## config.mk

```make
export PLATFORM = sky130hd
export DESIGN_NAME = matrix_multiply_4x4
export DESIGN_NICKNAME = d
export VERILOG_FILES = /design/src/hdl/mm4_pkg.sv /design/src/hdl/matrix_multiply_4x4.sv /design/src/hdl/mm4_ctrl.sv /design/src/hdl/mm4_datapath.sv
export SDC_FILE = /design/constraint.sdc
export NUM_CORES = 2
export LEC_CHECK = 0
export BUFFER_PORTS_ARGS = -buffer_cell sky130_fd_sc_hd__buf_2
export CAP_MARGIN = 20
export CORE_UTILIZATION = 45
export CTS_CLUSTER_DIAMETER = 200
export DETAILED_ROUTE_END_ITERATION = 12
export MAX_ROUTING_LAYER = met4
export PLACE_DENSITY = 0.67
export SYNTH_ARGS = -nofsm -noshare
export SYNTH_HDL_FRONTEND = slang
export SYNTH_HIERARCHICAL = 1
export SYNTH_SLANG_ARGS = --single-unit
```

## constraint.sdc

```tcl
create_clock -name clock -period 10.3 [get_ports clock]
set_input_delay 1.03 -clock clock [delete_from_list [all_inputs] [get_ports clock]]
set_output_delay 1.03 -clock clock [all_outputs]
set_load 0.05 [all_outputs]
```

## src/hdl/mm4_pkg.sv

```systemverilog
// shared types, constants and codes of the 4x4 fixed-point matrix multiplier
package mm4_pkg;

   // matrix geometry and number format
   localparam int DIM       = 4;
   localparam int FRAC_BITS = 16;
   localparam int VAL_W     = 32;
   localparam int ROW_W     = 2;
   localparam int CODE_W    = 2;

   // derived widths
   localparam int DIM_W  = (DIM > 1) ? $clog2(DIM) : 1;
   localparam int IDX_W  = $clog2(DIM * DIM);
   localparam int PROD_W = 2 * VAL_W;
   localparam int ACC_W  = PROD_W + $clog2(DIM) + 1;

   // result queue depth, also the number of elements allowed in flight
   localparam int FIFO_DEPTH = 2;
   localparam int PTR_W      = (FIFO_DEPTH > 1) ? $clog2(FIFO_DEPTH) : 1;
   localparam int CREDIT_W   = $clog2(FIFO_DEPTH + 1);

   // saturation limits
   localparam logic [VAL_W-1:0] VAL_MAX = {1'b0, {(VAL_W-1){1'b1}}};
   localparam logic [VAL_W-1:0] VAL_MIN = {1'b1, {(VAL_W-1){1'b0}}};

   // request codes
   localparam logic [CODE_W-1:0] REQ_WR_LEFT  = 2'd0;
   localparam logic [CODE_W-1:0] REQ_WR_RIGHT = 2'd1;
   localparam logic [CODE_W-1:0] REQ_COMPUTE  = 2'd2;

   typedef struct packed {
      logic [CODE_W-1:0]       req_type;
      logic [ROW_W-1:0]        row;
      logic [ROW_W-1:0]        col;
      logic signed [VAL_W-1:0] value;
   } mm4_req_type;

   typedef struct packed {
      logic [ROW_W-1:0]        out_row;
      logic [ROW_W-1:0]        out_col;
      logic signed [VAL_W-1:0] out_value;
      logic                    saturated;
      logic                    last;
   } mm4_rsp_type;

   // tag that travels down the multiply-accumulate pipeline
   typedef struct packed {
      logic             first;
      logic             last_k;
      logic             last;
      logic [ROW_W-1:0] row;
      logic [ROW_W-1:0] col;
   } mm4_tag_type;

   // controller to datapath
   typedef struct packed {
      logic             wr_left;
      logic             wr_right;
      logic [IDX_W-1:0] wr_idx;
      logic             rd_en;
      logic [IDX_W-1:0] rd_idx_l;
      logic [IDX_W-1:0] rd_idx_r;
      mm4_tag_type      tag;
   } mm4_cmd_type;

   // datapath to controller
   typedef struct packed {
      logic pop;
   } mm4_sts_type;

endpackage

```

## src/hdl/matrix_multiply_4x4.sv

```systemverilog
// top level of the 4x4 signed Q16.16 matrix multiplier
// element writes: one transaction per cycle while no compute runs, no result
// compute: 16 results, one multiply-accumulate per cycle while the queue has room;
//   each result passes the store read, product and accumulator registers into the queue
// the single shared multiplier and the one read port per matrix store set that rate
// synchronous active-high reset clears control state; matrix contents hold until written
module matrix_multiply_4x4
   import mm4_pkg::*;
(
   input  logic        clock,
   input  logic        reset,
   // request channel
   input  logic        req_valid,
   output logic        req_ready,
   input  mm4_req_type req_data,
   // result channel
   output logic        rsp_valid,
   input  logic        rsp_ready,
   output mm4_rsp_type rsp_data
);

   mm4_cmd_type cmd;
   mm4_sts_type sts;

   // controller decodes each transaction and walks i, j, k for a compute
   mm4_ctrl u_ctrl (
      .clock     (clock),
      .reset     (reset),
      .req_valid (req_valid),
      .req_ready (req_ready),
      .req_data  (req_data),
      .sts       (sts),
      .cmd       (cmd)
   );

   // datapath holds both matrices and the pipelined multiply-accumulate
   mm4_datapath u_datapath (
      .clock     (clock),
      .reset     (reset),
      .cmd       (cmd),
      .wr_value  (req_data.value),
      .sts       (sts),
      .rsp_valid (rsp_valid),
      .rsp_ready (rsp_ready),
      .rsp_data  (rsp_data)
   );

   // a compute transaction blocks further requests in the next cycle
   assert property (@(posedge clock) disable iff (reset)
      (req_valid && req_ready && (req_data.req_type == REQ_COMPUTE)) |=> !req_ready)
      else $error("request accepted straight after a compute transaction");

   // store reads never overlap request acceptance
   assert property (@(posedge clock) disable iff (reset)
      cmd.rd_en |-> !req_ready)
      else $error("matrix read issued while requests are accepted");

   // the final read of a run ends the run
   assert property (@(posedge clock) disable iff (reset)
      (cmd.rd_en && cmd.tag.last) |=> !cmd.rd_en)
      else $error("reads continue after the final element of a run");

endmodule

```

## src/hdl/mm4_ctrl.sv

```systemverilog
// controller: request decode, element sequencing and result credit tracking
module mm4_ctrl
   import mm4_pkg::*;
(
   input  logic        clock,
   input  logic        reset,
   input  logic        req_valid,
   output logic        req_ready,
   input  mm4_req_type req_data,
   input  mm4_sts_type sts,
   output mm4_cmd_type cmd
);

   typedef enum logic [1:0] {
      ST_IDLE = 2'b01,
      ST_RUN  = 2'b10
   } state_type;

   state_type           state_ff, state_in;
   logic [DIM_W-1:0]    i_ff, i_in;
   logic [DIM_W-1:0]    j_ff, j_in;
   logic [DIM_W-1:0]    k_ff, k_in;
   logic [CREDIT_W-1:0] credit_ff, credit_in;
   logic                accept;
   logic                issue;
   logic                in_range;
   logic                k_wrap, j_wrap, i_wrap;

   assign req_ready = (state_ff == ST_IDLE);
   assign accept    = req_valid && req_ready;
   assign in_range  = (int'(req_data.row) < DIM) && (int'(req_data.col) < DIM);
   assign k_wrap    = (k_ff == DIM_W'(DIM - 1));
   assign j_wrap    = (j_ff == DIM_W'(DIM - 1));
   assign i_wrap    = (i_ff == DIM_W'(DIM - 1));

   always_comb begin
      state_in  = state_ff;
      i_in      = i_ff;
      j_in      = j_ff;
      k_in      = k_ff;
      issue     = 1'b0;
      cmd       = '0;
      cmd.wr_idx = IDX_W'(int'(req_data.row) * DIM + int'(req_data.col));
      unique case (state_ff)
         ST_IDLE: begin
            if (accept) begin
               unique case (req_data.req_type)
                  REQ_WR_LEFT:  cmd.wr_left  = in_range;
                  REQ_WR_RIGHT: cmd.wr_right = in_range;
                  REQ_COMPUTE: begin
                     state_in = ST_RUN;
                     i_in     = '0;
                     j_in     = '0;
                     k_in     = '0;
                  end
                  default: ;
               endcase
            end
         end
         ST_RUN: begin
            // a new element starts only when the result queue has room for it
            issue = (k_ff != '0) || (credit_ff < CREDIT_W'(FIFO_DEPTH));
            if (issue) begin
               cmd.rd_en      = 1'b1;
               cmd.rd_idx_l   = IDX_W'(int'(i_ff) * DIM + int'(k_ff));
               cmd.rd_idx_r   = IDX_W'(int'(k_ff) * DIM + int'(j_ff));
               cmd.tag.first  = (k_ff == '0);
               cmd.tag.last_k = k_wrap;
               cmd.tag.last   = k_wrap && j_wrap && i_wrap;
               cmd.tag.row    = ROW_W'(i_ff);
               cmd.tag.col    = ROW_W'(j_ff);
               k_in = k_wrap ? '0 : k_ff + 1'b1;
               if (k_wrap) begin
                  j_in = j_wrap ? '0 : j_ff + 1'b1;
                  if (j_wrap) begin
                     i_in = i_wrap ? '0 : i_ff + 1'b1;
                     if (i_wrap) begin
                        state_in = ST_IDLE;
                     end
                  end
               end
            end
         end
         default: state_in = ST_IDLE;
      endcase
   end

   assign credit_in = credit_ff + CREDIT_W'(issue && (k_ff == '0)) - CREDIT_W'(sts.pop);

   always_ff @(posedge clock) begin
      if (reset) begin
         state_ff  <= ST_IDLE;
         i_ff      <= '0;
         j_ff      <= '0;
         k_ff      <= '0;
         credit_ff <= '0;
      end else begin
         state_ff  <= state_in;
         i_ff      <= i_in;
         j_ff      <= j_in;
         k_ff      <= k_in;
         credit_ff <= credit_in;
      end
   end

endmodule

```

## src/hdl/mm4_datapath.sv

```systemverilog
// datapath: matrix stores, multiply-accumulate pipeline, rounding, saturation, result queue
module mm4_datapath
   import mm4_pkg::*;
(
   input  logic                    clock,
   input  logic                    reset,
   input  mm4_cmd_type             cmd,
   input  logic signed [VAL_W-1:0] wr_value,
   output mm4_sts_type             sts,
   output logic                    rsp_valid,
   input  logic                    rsp_ready,
   output mm4_rsp_type             rsp_data
);

   logic signed [VAL_W-1:0] left_mem  [DIM*DIM];
   logic signed [VAL_W-1:0] right_mem [DIM*DIM];

   logic signed [VAL_W-1:0]  l_rd_ff, r_rd_ff;
   logic signed [PROD_W-1:0] prod_ff;
   logic signed [ACC_W-1:0]  acc_ff, acc_in;
   logic signed [ACC_W-1:0]  shifted;
   logic [ACC_W-VAL_W:0]     upper;
   logic                     fits;

   logic        s1_valid_ff, s2_valid_ff, s3_valid_ff;
   mm4_tag_type s1_tag_ff, s2_tag_ff, s3_tag_ff;

   mm4_rsp_type         fifo_ff [FIFO_DEPTH];
   mm4_rsp_type         result;
   logic [PTR_W-1:0]    wr_ptr_ff, rd_ptr_ff;
   logic [CREDIT_W-1:0] count_ff, count_in;
   logic                push, pop;

   // matrix stores, one write and one registered read each
   always_ff @(posedge clock) begin
      if (cmd.wr_left) begin
         left_mem[cmd.wr_idx] <= wr_value;
      end
      if (cmd.wr_right) begin
         right_mem[cmd.wr_idx] <= wr_value;
      end
      if (cmd.rd_en) begin
         l_rd_ff <= left_mem[cmd.rd_idx_l];
         r_rd_ff <= right_mem[cmd.rd_idx_r];
      end
   end

   // multiply then accumulate
   assign acc_in = s2_tag_ff.first ? ACC_W'(prod_ff) : acc_ff + ACC_W'(prod_ff);

   always_ff @(posedge clock) begin
      s1_tag_ff <= cmd.tag;
      s2_tag_ff <= s1_tag_ff;
      s3_tag_ff <= s2_tag_ff;
      prod_ff   <= l_rd_ff * r_rd_ff;
      if (s2_valid_ff) begin
         acc_ff <= acc_in;
      end
   end

   always_ff @(posedge clock) begin
      if (reset) begin
         s1_valid_ff <= 1'b0;
         s2_valid_ff <= 1'b0;
         s3_valid_ff <= 1'b0;
      end else begin
         s1_valid_ff <= cmd.rd_en;
         s2_valid_ff <= s1_valid_ff;
         s3_valid_ff <= s2_valid_ff;
      end
   end

   // round toward minus infinity, then clip to the 32-bit range
   assign shifted = acc_ff >>> FRAC_BITS;
   assign upper   = shifted[ACC_W-1:VAL_W-1];
   assign fits    = (&upper) || !(|upper);

   always_comb begin
      result.out_row   = s3_tag_ff.row;
      result.out_col   = s3_tag_ff.col;
      result.last      = s3_tag_ff.last;
      result.saturated = !fits;
      if (fits) begin
         result.out_value = shifted[VAL_W-1:0];
      end else if (shifted[ACC_W-1]) begin
         result.out_value = VAL_MIN;
      end else begin
         result.out_value = VAL_MAX;
      end
   end

   // result queue
   assign push      = s3_valid_ff && s3_tag_ff.last_k;
   assign rsp_valid = (count_ff != '0);
   assign pop       = rsp_valid && rsp_ready;
   assign rsp_data  = fifo_ff[rd_ptr_ff];
   assign sts.pop   = pop;
   assign count_in  = count_ff + CREDIT_W'(push) - CREDIT_W'(pop);

   always_ff @(posedge clock) begin
      if (push) begin
         fifo_ff[wr_ptr_ff] <= result;
      end
   end

   always_ff @(posedge clock) begin
      if (reset) begin
         wr_ptr_ff <= '0;
         rd_ptr_ff <= '0;
         count_ff  <= '0;
      end else begin
         count_ff <= count_in;
         if (push) begin
            wr_ptr_ff <= (wr_ptr_ff == PTR_W'(FIFO_DEPTH - 1)) ? '0 : wr_ptr_ff + 1'b1;
         end
         if (pop) begin
            rd_ptr_ff <= (rd_ptr_ff == PTR_W'(FIFO_DEPTH - 1)) ? '0 : rd_ptr_ff + 1'b1;
         end
      end
   end

endmodule

```

==> key figures <==
Outcome
  • Outcome: completed

CTS
  • Hold buffer count at CTS: 0
  • CTS buffer count: between 100 and 150
  • CTS H-Tree Depth: 4
  • Max Root-Sink Buffers: 3
  • Post-CTS setup buffer count: 0
  • CTS resizes: 0
  • Clock Latency Late Sink: 0.79 ns
  • Clock transition at path regs: 0.06 ns
  • CTS tree: built
  • Root buf cell: clkbuf_16
  • Clock sinks: 1,333

Logic synthesis
  • Ys Warns: 6
  • Synth Cell Area: 0.0890 mm^2
  • Syn_area_per_cell: 13.5 um^2
  • Async SR Flop Fraction: 0
  • Post-Syn Nets: 7,981
  • Fraction of synthesized area in multiplexers: 0.0864
  • Post-synthesis xor/xnor area fraction: 0.0136
  • Cells after Synth: around 6.6k
  • Register area share after synthesis: 0.438
  • Largest family of logic cells by synthesized area: adder cells
  • Primary FF master, synth: edfxtp_1
  • Synth Area in Adders: 0.280
  • Synth Area in Simple Gates: 0.0833
  • Synth Area in Compound Gates: 0.0393
  • Post-synth EDFFs: between 1k and 1.5k
  • Netlist cell types: 86
  • Yosys reg bits: 1,333

Place
  • DP Area: 0.0926 mm^2
  • Dpl cells: ~9.1k
  • Post-DP HPWL: 148,000 um
  • DP Worst Slack: 1.27 ns
  • Placer congestion estimate: approximately 0.93
  • Port Buf Inserts: 81

STA
  • Maximum clock rate: 111 MHz
  • Final Skew: 0.0593 ns
  • Slew headroom: 0.226
  • Total Neg Setup Slack: 0 ns
  • Tmin final: 9.01 ns
  • Fin. Hold Viols: 0
  • Worst-margin pin slew: 1.16 ns
  • Final Cycle Share: 0.875
  • Slew Viols, Final: 0
  • # setup viols final: 0
  • RSZ-0062 raised after global routing: no
  • Slack of the critical path: 1.29 ns

Worst setup path
  • Crit-path leading delay family: adder cells
  • Arr. time, crit path: around 9.7 ns
  • WP data required: 11.00 ns
  • Worst Path Buf+Inv: 5
  • Setup crit start kind: flop
  • CP endpoint kind: flop
  • Crit-path slowest cell: edfxtp_1
  • Crit Path Class: reg -> reg
  • Crit-path max FO: 32
  • CP Cell Sequence: nand2_1, inv_1, fa_1, inv_1, fa_1, inv_1, fa_1, fa_1, inv_1, fa_1, inv_1, fa_1, fa_1, fa_1, ha_1, a21o_1, a21o_1, a31o_2, a21oi_1, o21ai_0, a221o_1, a21bo_1, a21oi_2, xnor2_1
  • Slowest stage delay, CP: 1.07 ns
  • Crit path top cell by count: fa_1

Route
  • Via density: 5.51
  • DRC errors left: 0
  • Final wirelength: 216,000 um
  • Antenna-violating nets left: 0
  • First DRT Iteration DRCs: around 4.3k
  • Vias: 51.5k
  • Pre-antenna DRT Iters: 9
  • WL per Instance: between 20 and 25 um

Cells and area
  • Area growth, synth to finish: 9.23%
  • Filler cells: approximately 17k
  • Most common cell after layout, fill and taps aside: edfxtp_1
  • Multi-input gate area: 0.0450 mm^2
  • Reg area: just under 0.04 mm^2
  • Ratio of cells with drive above 1 in the final layout: 0.125
  • Final instance area: 0.0972 mm^2
  • End-of-flow core utilization: 0.497
  • Most frequent cells in the layout: edfxtp_1, fa_1, inv_1, nand2_1, and2_1
  • Fin cells: 9,347
  • Final net count: 7,986

Floorplan
  • # rows: 162
  • Die footprint: 0.200 mm^2
  • Die Y: between 400 and 500 um
  • IO Pins: ~80
  • Die X: 447 um
  • Core Box Area: 0.196 mm^2
  • Starting Density: 0.455

Global routing
  • M1 GR Usage: 0.308
  • Largest net degree at the start of global routing: 94
  • Met3 Usage GRT: 0.0393
  • Met2 Use GR: 0.356
  • First-pass GRT wire length: 333,000 um
  • Via count of the first global-routing pass: 55.0k
  • Total gr overflow: 0
  • Total global-route track usage: 0.228
  • Antenna violations before repair: 17
  • GR peak layer: met2

Power
  • Leak: 0.0379 uW
  • Maximum vdd drop: approximately 170 uV
  • Pwr/cell area: 153 mW/mm^2

Run
  • Max-cap violations: 0

Min path
  • Min-delay worst type: reg -> reg
==> path summary, 6_finish.rpt <==
path / cells after the start / end / slack, ns / start
setup / recovery: 24 / u_datapath/prod_ff[59]$_DFF_P_ / 1.29 / u_datapath/l_rd_ff[31]$_DFFE_PP_
hold / removal: 0 / u_datapath/s2_tag_ff[6]$_DFF_P_ / 0.32 / u_datapath/s1_tag_ff[6]$_DFF_P_
setup reg to reg: 24 / u_datapath/prod_ff[59]$_DFF_P_ / 1.29 / u_datapath/l_rd_ff[31]$_DFFE_PP_
hold reg to reg: 0 / u_datapath/s2_tag_ff[6]$_DFF_P_ / 0.32 / u_datapath/s1_tag_ff[6]$_DFF_P_
==> cell type report <==
class                           instances  share of cell area
Multi-Input combinational cell       3872               0.463
Clock buffer                          170              0.0372
Tap cell                             2624              0.0338
Clock inverter                         80             0.00983
Timing Repair Buffer                  207              0.0141
Antenna cell                            9            0.000232
Sequential cell                      1333               0.401
Inverter                             1052              0.0406
==> cell usage after synthesis, types with 5 or more instances <==
cell type	number	area, um^2
nor2b_1	21	131
o21ai_0	141	706
buf_1	22	82.6
inv_1	1052	3950
xor2_1	58	508
a41oi_1	8	70.1
nand3_1	39	195
a21boi_0	8	60.1
nand4_1	27	169
dfxtp_1	102	2040
nand2b_1	24	150
o31ai_1	11	82.6
or2_2	5	31.3
o211ai_1	10	75.1
nor3_1	16	80.1
mux2_2	41	462
buf_2	8	40.0
o21a_1	15	113
nor2_1	123	462
a211oi_1	17	128
ha_1	258	3230
clkbuf_1	298	1120
and2_1	519	3250
a31oi_1	20	125
o21bai_1	25	188
o21ai_1	8	40.0
a21o_1	78	586
a221oi_1	6	52.6
fa_1	1083	21700
a21oi_1	133	666
nand3b_1	5	37.5
mux4_2	320	7210
buf_4	13	97.6
or3_1	9	56.3
nor4_1	10	62.6
and3_1	29	181
nand2_1	645	2420
xnor2_1	80	701
edfxtp_1	1231	37000
==> logic make-up (layout without fill, tap and decap cells) <==
logic type / after synthesis / in the layout
xor gates and xnor gates: 138 / 138
muxes: 363 / 363
other: 0 / 9
AOI/OAI and AO/OA: 537 / 537
buffers and inverters: 1393 / 1509
and+or+nand+nor: 1493 / 1493
adders and majority gates: 1341 / 1341
DFF: 1333 / 1333
==> metrics by stage <==
step | total power [uW] | hold WS [ns]
2_1_floorplan | 9130 | 0.310
3_3_place_gp | 9960 | 0.310
3_5_place_dp | 10000 | 0.312
4_1_cts | 15000 | 0.326
5_1_grt | 15600 | 0.328
6_report | 14900 | 0.324
==> flip-flops by register name, summed over array words and instances, names as in the netlist, 5 cells and up, named ones only <==
signal / flops
u_datapath/left_mem: 512
u_datapath/right_mem: 512
u_datapath/fifo_ff: 76
u_datapath/acc_ff: 67
u_datapath/prod_ff: 64
u_datapath/l_rd_ff: 32
u_datapath/r_rd_ff: 32
u_datapath/s1_tag_ff: 7
u_datapath/s2_tag_ff: 7
u_datapath/result: 5
==> report_power, final <==
part | internal [uW] | total [uW] | switching (uW)
clock network | 2800 | 4960 | 2160
logic | 1500 | 3680 | 2180
registers | 6130 | 6230 | 101
total | 10400 | 14900 | 4440
==> layer usage <==
layer  part of all wire  vias up
met4              0.027        0
li1                   -    22000
met1               0.42    26900
met3              0.078      362
met5                  0        -
met2               0.47     2175
No activity file was read; power rests on OpenSTA's default activity.
